===== config.mk =====
export PLATFORM = sky130hd
export DESIGN_NAME = fall_detection_fsm_flat
export DESIGN_NICKNAME = d
export VERILOG_FILES = /design/src/hdl/fds_pkg.sv /design/src/hdl/fds_req_if.sv /design/src/hdl/fds_rsp_if.sv /design/src/hdl/fall_detection_fsm.sv /design/src/flat_wrapper.sv
export SDC_FILE = /design/constraint.sdc
export NUM_CORES = 2
export LEC_CHECK = 0
export BUFFER_PORTS_ARGS = -buffer_cell sky130_fd_sc_hd__buf_2
export CELL_PAD_IN_SITES_DETAIL_PLACEMENT = 1
export CELL_PAD_IN_SITES_GLOBAL_PLACEMENT = 1
export CORE_ASPECT_RATIO = 0.9
export CORE_MARGIN = 4
export CORE_UTILIZATION = 45
export CTS_CLUSTER_DIAMETER = 50
export DETAILED_ROUTE_END_ITERATION = 7
export PLACE_DENSITY_LB_ADDON = 0.1
export SYNTH_ARGS = -nofsm -noshare
export SYNTH_HDL_FRONTEND = slang
export SYNTH_SLANG_ARGS = --single-unit

===== constraint.sdc =====
create_clock -name clock -period 9.6 [get_ports clock]
set_input_delay 1.92 -clock clock [delete_from_list [all_inputs] [get_ports clock]]
set_output_delay 1.92 -clock clock [all_outputs]
set_load 0.02 [all_outputs]

===== src/hdl/fds_pkg.sv =====
// ----------------------------------------------------------------------------
// fds_pkg
// Shared constants for the fall detection state machine: phase codes,
// configuration register indexes, field widths, item function codes, counter limits and fixed-point references.
// ----------------------------------------------------------------------------
package fds_pkg;

   localparam int PHASE_W = 3;
   localparam int CSR_IDX_W = 3;
   localparam int CSR_DATA_W = 16;

   localparam logic [PHASE_W-1:0] PH_NORMAL   = 3'd0;
   localparam logic [PHASE_W-1:0] PH_FREEFALL = 3'd1;
   localparam logic [PHASE_W-1:0] PH_IMPACT   = 3'd2;
   localparam logic [PHASE_W-1:0] PH_POSTURE  = 3'd3;
   localparam logic [PHASE_W-1:0] PH_DETECTED = 3'd4;

   localparam logic [CSR_IDX_W-1:0] CSR_FREEFALL_THR  = 3'd0;
   localparam logic [CSR_IDX_W-1:0] CSR_IMPACT_THR    = 3'd1;
   localparam logic [CSR_IDX_W-1:0] CSR_GYRO_PEAK_MIN = 3'd2;
   localparam logic [CSR_IDX_W-1:0] CSR_POSTURE_ANGLE = 3'd3;
   localparam logic [CSR_IDX_W-1:0] CSR_STILL_THR     = 3'd4;
   localparam logic [CSR_IDX_W-1:0] CSR_FREEFALL_TMO  = 3'd5;
   localparam logic [CSR_IDX_W-1:0] CSR_IMPACT_WIN    = 3'd6;
   localparam logic [CSR_IDX_W-1:0] CSR_POSTURE_TMO   = 3'd7;

   localparam logic [15:0] ONE_G_Q12 = 16'd4096;

   localparam logic       FUNC_SAMPLE = 1'b0;
   localparam logic       FUNC_CLEAR  = 1'b1;

   localparam logic [3:0] FREEFALL_CNT_MAX = 4'd15;
   localparam logic [7:0] POSTURE_CNT_MAX  = 8'd255;

endpackage


===== src/hdl/fds_req_if.sv =====
// ----------------------------------------------------------------------------
// fds_req_if
// Valid/ready channel carrying one sensor sample or clear item.
// ----------------------------------------------------------------------------
interface fds_req_if;
   logic        valid;
   logic        ready;
   logic        func;
   logic [15:0] accel_magnitude;
   logic signed [15:0] gyro_x;
   logic signed [15:0] gyro_y;
   logic signed [15:0] gyro_z;
   logic signed [15:0] roll_angle;
   logic signed [15:0] pitch_angle;
   logic [31:0] time_ms;

   modport source (
      output valid, func, accel_magnitude, gyro_x, gyro_y, gyro_z,
             roll_angle, pitch_angle, time_ms,
      input  ready
   );

   modport sink (
      input  valid, func, accel_magnitude, gyro_x, gyro_y, gyro_z,
             roll_angle, pitch_angle, time_ms,
      output ready
   );
endinterface


===== src/hdl/fds_rsp_if.sv =====
// ----------------------------------------------------------------------------
// fds_rsp_if
// Valid/ready channel carrying one detector result per item.
// ----------------------------------------------------------------------------
interface fds_rsp_if;
   logic       valid;
   logic       ready;
   logic       fall_detected;
   logic [2:0] phase;

   modport source (
      output valid, fall_detected, phase,
      input  ready
   );

   modport sink (
      input  valid, fall_detected, phase,
      output ready
   );
endinterface


===== src/hdl/fall_detection_fsm.sv =====
// ----------------------------------------------------------------------------
// fall_detection_fsm
// Threshold fall detector. Takes one item per clock while the result side
// does not stall. The input transfer loads each item into the squaring
// register, and the phase update then loads its result register. Sample
// items walk the phases normal, free fall, impact, posture check and
// detected. A detected fall stays latched until a clear item returns the
// detector to normal. The throughput is set by the phase update stage, which
// commits one item each cycle while the result register is free or being
// drained. Stillness is judged on the mean of the last STILL_WINDOW
// |magnitude - 1g| deviations, kept in a shift line with a running sum.
// Configuration writes are registered before items see them. The limits for
// gyro_peak_min and still_threshold pass through one more register, since
// they are squared or scaled there.
// ----------------------------------------------------------------------------
module fall_detection_fsm
   import fds_pkg::*;
#(
   parameter int STILL_WINDOW    = 16,
   parameter int FREEFALL_FRAMES = 3,
   parameter int POSTURE_FRAMES  = 25
) (
   input  logic                  clock,
   input  logic                  reset,
   fds_req_if.sink               req_ch,
   fds_rsp_if.source             rsp_ch,
   input  logic                  csr_we,
   input  logic [CSR_IDX_W-1:0]  csr_index,
   input  logic [CSR_DATA_W-1:0] csr_wdata
);

   localparam int FILL_W = $clog2(STILL_WINDOW + 1);
   localparam int SUM_W  = 16 + $clog2(STILL_WINDOW);
   localparam int LIM_W  = 16 + $clog2(STILL_WINDOW + 1);

   // configuration
   logic [15:0]      freefall_thr_ff;
   logic [15:0]      impact_thr_ff;
   logic [14:0]      gyro_peak_min_ff;
   logic [14:0]      posture_angle_ff;
   logic [15:0]      still_thr_ff;
   logic [15:0]      freefall_tmo_ff;
   logic [15:0]      impact_win_ff;
   logic [15:0]      posture_tmo_ff;
   logic [29:0]      gmin_sq_ff;
   logic [LIM_W-1:0] still_lim_ff;

   always_ff @(posedge clock) begin
      if (reset) begin
         freefall_thr_ff  <= 16'd1638;
         impact_thr_ff    <= 16'd10240;
         gyro_peak_min_ff <= 15'd3200;
         posture_angle_ff <= 15'd5760;
         still_thr_ff     <= 16'd410;
         freefall_tmo_ff  <= 16'd500;
         impact_win_ff    <= 16'd300;
         posture_tmo_ff   <= 16'd3000;
      end else if (csr_we) begin
         unique case (csr_index)
            CSR_FREEFALL_THR:  freefall_thr_ff  <= csr_wdata;
            CSR_IMPACT_THR:    impact_thr_ff    <= csr_wdata;
            CSR_GYRO_PEAK_MIN: gyro_peak_min_ff <= csr_wdata[14:0];
            CSR_POSTURE_ANGLE: posture_angle_ff <= csr_wdata[14:0];
            CSR_STILL_THR:     still_thr_ff     <= csr_wdata;
            CSR_FREEFALL_TMO:  freefall_tmo_ff  <= csr_wdata;
            CSR_IMPACT_WIN:    impact_win_ff    <= csr_wdata;
            CSR_POSTURE_TMO:   posture_tmo_ff   <= csr_wdata;
            default: ;
         endcase
      end
   end

   always_ff @(posedge clock) begin
      gmin_sq_ff   <= 30'(gyro_peak_min_ff) * 30'(gyro_peak_min_ff);
      still_lim_ff <= LIM_W'(still_thr_ff) * LIM_W'(STILL_WINDOW);
   end

   // stage a: squares, absolute values, deviation
   logic        a_valid_ff;
   logic        a_func_ff;
   logic [15:0] a_mag_ff;
   logic [31:0] a_sqx_ff;
   logic [31:0] a_sqy_ff;
   logic [31:0] a_sqz_ff;
   logic [15:0] a_ang_ff;
   logic [15:0] a_dev_ff;
   logic [31:0] a_now_ff;

   logic        out_valid_ff;
   logic        out_fall_ff;
   logic [2:0]  out_phase_ff;

   logic        b_fire;
   logic        a_fire;
   logic [15:0] abs_gx, abs_gy, abs_gz, abs_roll, abs_pitch;

   assign b_fire = a_valid_ff && (!out_valid_ff || rsp_ch.ready);
   assign req_ch.ready = !a_valid_ff || b_fire;
   assign a_fire = req_ch.valid && req_ch.ready;

   function automatic logic [15:0] abs16(input logic signed [15:0] v);
      logic [15:0] r;
      r = v[15] ? 16'(-v) : 16'(v);
      return r;
   endfunction

   assign abs_gx    = abs16(req_ch.gyro_x);
   assign abs_gy    = abs16(req_ch.gyro_y);
   assign abs_gz    = abs16(req_ch.gyro_z);
   assign abs_roll  = abs16(req_ch.roll_angle);
   assign abs_pitch = abs16(req_ch.pitch_angle);

   always_ff @(posedge clock) begin
      if (reset) begin
         a_valid_ff <= 1'b0;
      end else if (req_ch.ready) begin
         a_valid_ff <= req_ch.valid;
      end
   end

   always_ff @(posedge clock) begin
      if (a_fire) begin
         a_func_ff <= req_ch.func;
         a_mag_ff  <= req_ch.accel_magnitude;
         a_sqx_ff  <= 32'(abs_gx) * 32'(abs_gx);
         a_sqy_ff  <= 32'(abs_gy) * 32'(abs_gy);
         a_sqz_ff  <= 32'(abs_gz) * 32'(abs_gz);
         a_ang_ff  <= (abs_roll > abs_pitch) ? abs_roll : abs_pitch;
         a_dev_ff  <= (req_ch.accel_magnitude >= ONE_G_Q12) ?
                      req_ch.accel_magnitude - ONE_G_Q12 :
                      ONE_G_Q12 - req_ch.accel_magnitude;
         a_now_ff  <= req_ch.time_ms;
      end
   end

   // stage b: phase update
   logic [2:0]        phase_ff, phase_in;
   logic [31:0]       start_ff, start_in;
   logic [3:0]        ff_cnt_ff, ff_cnt_in;
   logic [7:0]        pos_cnt_ff, pos_cnt_in;
   logic [31:0]       peak_ff, peak_in;
   logic [FILL_W-1:0] fill_ff, fill_in;
   logic [SUM_W-1:0]  sum_ff, sum_in;
   logic [15:0]       dev_line_ff [STILL_WINDOW];
   logic              detected;

   logic [31:0] gsq;
   logic [31:0] elapsed;
   logic [31:0] peak_max;
   logic        full;
   logic        still;

   assign gsq      = a_sqx_ff + a_sqy_ff + a_sqz_ff;
   assign elapsed  = a_now_ff - start_ff;
   assign peak_max = (gsq > peak_ff) ? gsq : peak_ff;
   assign full     = fill_ff == FILL_W'(STILL_WINDOW);

   always_comb begin
      phase_in   = phase_ff;
      start_in   = start_ff;
      ff_cnt_in  = ff_cnt_ff;
      pos_cnt_in = pos_cnt_ff;
      peak_in    = peak_ff;
      detected   = 1'b0;
      sum_in     = sum_ff - (full ? SUM_W'(dev_line_ff[STILL_WINDOW-1]) : SUM_W'(0))
                   + SUM_W'(a_dev_ff);
      fill_in    = full ? fill_ff : fill_ff + FILL_W'(1);
      still      = (fill_in == FILL_W'(STILL_WINDOW)) &&
                   (LIM_W'(sum_in) < still_lim_ff);
      if (a_func_ff == FUNC_CLEAR) begin
         phase_in   = PH_NORMAL;
         start_in   = '0;
         ff_cnt_in  = '0;
         pos_cnt_in = '0;
         peak_in    = '0;
         sum_in     = '0;
         fill_in    = '0;
      end else begin
         unique case (phase_ff)
            PH_NORMAL: begin
               if (a_mag_ff < freefall_thr_ff) begin
                  if (ff_cnt_ff != FREEFALL_CNT_MAX) ff_cnt_in = ff_cnt_ff + 4'd1;
                  if (ff_cnt_in >= 4'(FREEFALL_FRAMES)) begin
                     phase_in  = PH_FREEFALL;
                     start_in  = a_now_ff;
                     peak_in   = gsq;
                     ff_cnt_in = '0;
                  end
               end else begin
                  ff_cnt_in = '0;
               end
            end
            PH_FREEFALL: begin
               peak_in = peak_max;
               if (a_mag_ff > impact_thr_ff) begin
                  phase_in = PH_IMPACT;
                  start_in = a_now_ff;
               end else if (elapsed > 32'(freefall_tmo_ff)) begin
                  phase_in = PH_NORMAL;
               end
            end
            PH_IMPACT: begin
               peak_in = peak_max;
               if (elapsed >= 32'(impact_win_ff)) begin
                  if (peak_max < 32'(gmin_sq_ff)) begin
                     phase_in = PH_NORMAL;
                  end else begin
                     phase_in   = PH_POSTURE;
                     start_in   = a_now_ff;
                     pos_cnt_in = '0;
                  end
               end
            end
            PH_POSTURE: begin
               if (a_ang_ff > 16'(posture_angle_ff)) begin
                  if (pos_cnt_ff != POSTURE_CNT_MAX) pos_cnt_in = pos_cnt_ff + 8'd1;
               end else begin
                  pos_cnt_in = '0;
               end
               if (pos_cnt_in >= 8'(POSTURE_FRAMES) && still) begin
                  phase_in = PH_DETECTED;
                  detected = 1'b1;
               end else if (elapsed > 32'(posture_tmo_ff)) begin
                  phase_in = PH_NORMAL;
               end
            end
            PH_DETECTED: begin
               detected = 1'b1;
            end
            default: begin
               phase_in = PH_NORMAL;
            end
         endcase
      end
   end

   always_ff @(posedge clock) begin
      if (reset) begin
         phase_ff   <= PH_NORMAL;
         start_ff   <= '0;
         ff_cnt_ff  <= '0;
         pos_cnt_ff <= '0;
         peak_ff    <= '0;
         fill_ff    <= '0;
         sum_ff     <= '0;
      end else if (b_fire) begin
         phase_ff   <= phase_in;
         start_ff   <= start_in;
         ff_cnt_ff  <= ff_cnt_in;
         pos_cnt_ff <= pos_cnt_in;
         peak_ff    <= peak_in;
         fill_ff    <= fill_in;
         sum_ff     <= sum_in;
      end
   end

   // shift in the deviation on every sample transfer
   always_ff @(posedge clock) begin
      if (b_fire && a_func_ff == FUNC_SAMPLE) begin
         dev_line_ff[0] <= a_dev_ff;
         for (int i = 1; i < STILL_WINDOW; i++) begin
            dev_line_ff[i] <= dev_line_ff[i-1];
         end
      end
   end

   // result register
   always_ff @(posedge clock) begin
      if (reset) begin
         out_valid_ff <= 1'b0;
      end else if (b_fire) begin
         out_valid_ff <= 1'b1;
      end else if (rsp_ch.ready) begin
         out_valid_ff <= 1'b0;
      end
   end

   always_ff @(posedge clock) begin
      if (b_fire) begin
         out_fall_ff  <= detected;
         out_phase_ff <= phase_in;
      end
   end

   assign rsp_ch.valid         = out_valid_ff;
   assign rsp_ch.fall_detected = out_fall_ff;
   assign rsp_ch.phase         = out_phase_ff;

endmodule


===== src/flat_wrapper.sv =====
// flat-port wrapper written by rule: the top's interface ports become plain ports
module fall_detection_fsm_flat import fds_pkg::*;
#(
   parameter int STILL_WINDOW    = 16,
   parameter int FREEFALL_FRAMES = 3,
   parameter int POSTURE_FRAMES  = 25
)
  (clock, reset, csr_we, csr_index, csr_wdata, req_ch_valid, req_ch_func, req_ch_accel_magnitude, req_ch_gyro_x, req_ch_gyro_y, req_ch_gyro_z, req_ch_roll_angle, req_ch_pitch_angle, req_ch_time_ms, req_ch_ready, rsp_ch_valid, rsp_ch_fall_detected, rsp_ch_phase, rsp_ch_ready);
  fds_req_if req_ch_i ();
  fds_rsp_if rsp_ch_i ();
  input  logic clock;
  input  logic reset;
  input  logic csr_we;
  input  logic [CSR_IDX_W-1:0] csr_index;
  input  logic [CSR_DATA_W-1:0] csr_wdata;
  input wire logic [$bits(req_ch_i.valid)-1:0] req_ch_valid;
  input wire logic [$bits(req_ch_i.func)-1:0] req_ch_func;
  input wire logic [$bits(req_ch_i.accel_magnitude)-1:0] req_ch_accel_magnitude;
  input wire logic [$bits(req_ch_i.gyro_x)-1:0] req_ch_gyro_x;
  input wire logic [$bits(req_ch_i.gyro_y)-1:0] req_ch_gyro_y;
  input wire logic [$bits(req_ch_i.gyro_z)-1:0] req_ch_gyro_z;
  input wire logic [$bits(req_ch_i.roll_angle)-1:0] req_ch_roll_angle;
  input wire logic [$bits(req_ch_i.pitch_angle)-1:0] req_ch_pitch_angle;
  input wire logic [$bits(req_ch_i.time_ms)-1:0] req_ch_time_ms;
  output wire logic [$bits(req_ch_i.ready)-1:0] req_ch_ready;
  output wire logic [$bits(rsp_ch_i.valid)-1:0] rsp_ch_valid;
  output wire logic [$bits(rsp_ch_i.fall_detected)-1:0] rsp_ch_fall_detected;
  output wire logic [$bits(rsp_ch_i.phase)-1:0] rsp_ch_phase;
  input wire logic [$bits(rsp_ch_i.ready)-1:0] rsp_ch_ready;
  assign req_ch_i.valid = req_ch_valid;
  assign req_ch_i.func = req_ch_func;
  assign req_ch_i.accel_magnitude = req_ch_accel_magnitude;
  assign req_ch_i.gyro_x = req_ch_gyro_x;
  assign req_ch_i.gyro_y = req_ch_gyro_y;
  assign req_ch_i.gyro_z = req_ch_gyro_z;
  assign req_ch_i.roll_angle = req_ch_roll_angle;
  assign req_ch_i.pitch_angle = req_ch_pitch_angle;
  assign req_ch_i.time_ms = req_ch_time_ms;
  assign req_ch_ready = req_ch_i.ready;
  assign rsp_ch_valid = rsp_ch_i.valid;
  assign rsp_ch_fall_detected = rsp_ch_i.fall_detected;
  assign rsp_ch_phase = rsp_ch_i.phase;
  assign rsp_ch_i.ready = rsp_ch_ready;
  fall_detection_fsm #(.STILL_WINDOW(STILL_WINDOW), .FREEFALL_FRAMES(FREEFALL_FRAMES), .POSTURE_FRAMES(POSTURE_FRAMES)) u_core (.clock(clock), .reset(reset), .req_ch(req_ch_i), .rsp_ch(rsp_ch_i), .csr_we(csr_we), .csr_index(csr_index), .csr_wdata(csr_wdata));
endmodule

After elaboration in Yosys (flattened, before gate mapping). Memories as Yosys holds them, arrays and structs flattened. Index checks and enable logic that the tools add are counted.

Bits in writable memories: 256. Register bits: 459. Logic and storage cells: 167. Output and inout port bits: 6. Memories: 1.

Memory list: u_core.dev_line_ff (words 16, bits a word 16, read ports 16, clocked after memory_dff 0, write ports 16, RTL line fall_detection_fsm.sv:144) `logic [15:0] dev_line_ff [STILL_WINDOW];`.

Multiplexer cells: 55. Equality and inequality tests: 20. Reductions and logical operators: 29. $lt $le $gt $ge: 13. Bitwise gates (word level): 1. $mul: 4. $add $sub $neg: 15.

Operators with widths (number): $mux W32 (10); $mux W16 (8); $mul A16 B16 Y32 (3); $pmux W32 S3 (1); $neg A16 Y16 (5); $add A32 B32 Y32 (2); $gt A32 B16 Y1 (2); $pmux W32 S2 (1); $mux W8 (7); $ge A32 B16 Y1 (1); $gt A16 B16 Y1 (2); $gt A32 B32 Y1 (1); $lt A32 B30 Y1 (1); $mux W4 (8); $sub A32 B32 Y32 (1); $mul A15 B15 Y30 (1); $mux W3 (8); $add A20 B16 Y20 (1); $lt A20 B20 Y1 (1); $mux W20 (1); $sub A20 B20 Y20 (1); $reduce_and A2 Y1 (9); $ge A16 B13 Y1 const B (1); $gt A16 B15 Y1 (1); 33 further kinds (60).

Logic depth before layout (Yosys ltp).
Word-level depth: 10. Gate-level depth with buffers: 37. Depth with buffers taken out: 34.

Worst setup path after synthesis. OpenSTA, ideal clock, no wires.

Path type: in2reg. Start: in rsp_ch_ready. End: mem u_core.dev_line_ff[0][0], enable pin. Data required time: 8.880 ns. Setup slack: -0.736 ns. Arrival time: 9.616 ns. Stages on the path: 6. Path through: nor2b_1 -> nand2b_1 -> inv_1 -> nand2b_1 -> clkinv_1 -> buf_1.

RTL lines: start: declaration (RTL line flat_wrapper.sv:29) `input wire logic [$bits(rsp_ch_i.ready)-1:0] rsp_ch_ready;`; end: declaration (RTL line fall_detection_fsm.sv:144).

Final worst setup path.
Start: in req_ch_gyro_z[9]. End: reg u_core.a_sqz_ff[31] (data pin).

Longest elaborated chain between the ends: 3.

RTL lines: start: declaration (RTL line flat_wrapper.sv:21) `input wire logic [$bits(req_ch_i.gyro_z)-1:0] req_ch_gyro_z;`; $neg A16 Y16 (RTL line fall_detection_fsm.sv:103) `r = v[15] ? 16'(-v) : 16'(v);`; $mux W16 * (RTL line fall_detection_fsm.sv:103); $mul A16 B16 Y32 * (RTL line fall_detection_fsm.sv:127) `a_sqz_ff <= 32'(abs_gz) * 32'(abs_gz);`; end signal: assignment (RTL line fall_detection_fsm.sv:127); end: declaration (RTL line fall_detection_fsm.sv:84) `logic [31:0] a_sqz_ff;`.

Mark *: on every way between the ends. The rest lies on a longest branch, timed or not. A chain may end at the register's enable or synchronous reset.

==> out/metrics.yaml <==
crit_slowest_cell: "or4_1"
critPathLaunch: "req_ch_gyro_z[9]"
avgRoutedWirePerCell_um: 19.33
setup_viol: 0
ant_nets: 0
area_growth_pct: 11.20
status: "finished, final reports clean"
synthFlopType: "edfxtp_1"
synth-seq-area-share_pct: 30.14
dp.cells: 8230
grt_overflow_total: 0
crit_path_frequent_cell: "fa_1"
dpl.hpwl_um: 129500
drt_iter0_markers: 1995
gp_congestion: 0.8523
critPathKind: "in2reg"
grt_util_all_layers_pct: 22.97
antenna_found_initial: 5
cts_buffers: 91
insertion_delay_ns: 0.70
r2r_setup_slack_ns: 0.67
initial_core_util_pct: 45.37
via_count: 44160
async_flop_share_pct: 0
core_area_um2: 135700
min_period_ns: 9.017
top_usage_layer: "met2"
met2_usage_pct: 39.38
maxCapViolCount: 0
final_nets: 7990
io_pins: 159
tightest_slew_ns: 1.204
hp-class: "reg2reg"
synthDominantCellAreaShare_pct: 21.99
portBuffers: 158
cts-root-buf: "clkbuf_16"
grt_pass1_wl_um: 261800
grt_pass1_vias: 48580
tritoncts: "done"
multi_input_area_um2: 37990
fp-row-count: 128
finClkSkew_ns: 0.06039
grt_use_met1_pct: 30.66
final_util_pct: 50.45
ys_types: 94
yosys_warnings: 0
path_clk_slew_ns: 0.06
grt_start_max_net_pins: 122
drive_gt1_share_pct: 7.538
hold_viol_final: 0
route.detailed.drc: 0
yosysMostFrequentCell: "inv_1"
final_cell_count_no_fill: 8404
r2r_start: "u_core.a_sqz_ff[2]$_DFFE_PP_"
clkSinkCount: 710
setup_ws_ns: 0.5826
fin_crit_sh_pct: 93.93
required_ns: 10.03
dr.pass1.iters: 5
synth_cells: 6231
worstPathMaxFanout: 4
holdBufCountCts: 0
via_per_inst: 5.255
cts_buffer_depth: 3
dieArea_um2: 142700
synth_edf_count: 433
synth.area.top_cells: "fa_1 (22%), edfxtp_1 (21%), ha_1 (13%), dfxtp_1 (9.0%), inv_1 (7.3%)"
relSlewSlack_pct: 19.73
slew_violations: 0
die-width_um: 397.8
finalWirelength_um: 162400
maxClockFrequency_mhz: 110.9
startpoint_type: "input pin"
avgSynthCellArea_um2: 9.876
dpl_worst_slack_ns: -0.03405
cp.arrival_ns: 9.45
path_delay_family: "adder cells"
crit_path_end_kind: "register"
die_y_um: 358.8
worst-path-buf-inv: 6
seq_area_um2: 18550
netlist_area_um2: 61540
htree_levels: 3
ys_seq_elements: 710
worst_path_largest_cell_delay_ns: 0.54
synth_commonest_cells: "inv_1 (1,204), fa_1 (676), ha_1 (657), nand2_1 (593), edfxtp_1 (433)"
fillers: 15250
yosysTopAreaCell: "fa_1"
hp-start: "u_core.still_thr_ff[15]$_SDFFE_PP0P_"
use_met3_pct: 3.304
per-stage QoR:
step | cell area [um^2] | TNS, ns | hold WS, ns
after CTS | 68390 | 0 | 0.3300
after floorplan | 61690 | 0 | 0.3306
final | 68440 | 0 | 0.3371
after global placement | 65220 | 0 | 0.3368
after detailed placement | 65220 | -0.05757 | 0.3387
after global routing | 68430 | -0.02440 | 0.3312
path summary, 6_finish.rpt:
check | endpoint | cells after the start
setup / recovery | u_core.a_sqz_ff[31]$_DFFE_PP_ | 31
hold / removal | u_core.still_lim_ff[19]$_DFF_P_ | 0
setup reg to reg | u_core.start_ff[17]$_SDFFE_PP0P_ | 35
hold reg to reg | u_core.still_lim_ff[19]$_DFF_P_ | 0
per-layer routing:
layer	up-vias	wire, um
li1	20890	-
met1	22470	72980
met2	619	79700
met3	189	5798
met4	0	3965
met5	-	0
layout by cell type (no fill, tap or decap), drive strengths merged, types with 101 or more instances in the layout:
cell       n
a21oi    313
edfxtp   433
o21ai    183
xor2     101
nor2     430
clkbuf   111
ha       657
nand2    593
inv     1222
dfxtp    277
buf      291
fa       676
a21o     110
xnor2    170
cells by family after synthesis:
logic type,share of synthesized area (%)
and+or+nand+nor,11.21
buffers and inverters,8.488
adders and majority gates,35.35
AOI/OAI and AO/OA,10.46
DFF,30.14
xor gates and xnor gates,3.857
muxes,0.4839
other,0.01220
flip-flops by register name, indices dropped and copies added, names as in the netlist, 20 cells and up:
register,cells
u_core.a_now_ff,32
u_core.a_sqy_ff,31
u_core.dev_line_ff,256
u_core.a_sqx_ff,31
u_core.peak_ff,32
u_core.sum_ff,20
u_core.start_ff,32
u_core.a_sqz_ff,31
u_core.gmin_sq_ff,29
timing repair:
action / 4_1_cts / 5_1_grt
gates resized for setup: 0 / 4
setup buffers: 0 / 0
endpoints found under the setup margin: 0 / 44
final cells by class:
type	count	share of cell area (%)
multi-input combinational	4183	55.51
sequential	710	27.10
clock inverter	58	1.113
inverter	1227	6.741
clock buffer	111	3.512
antenna	4	0.01463
tap	1820	3.327
timing repair buffer	291	2.678
Power is left out: the tool's default activity adds up to more than one toggle a clock period on the data nets, which glitch-free logic cannot reach.
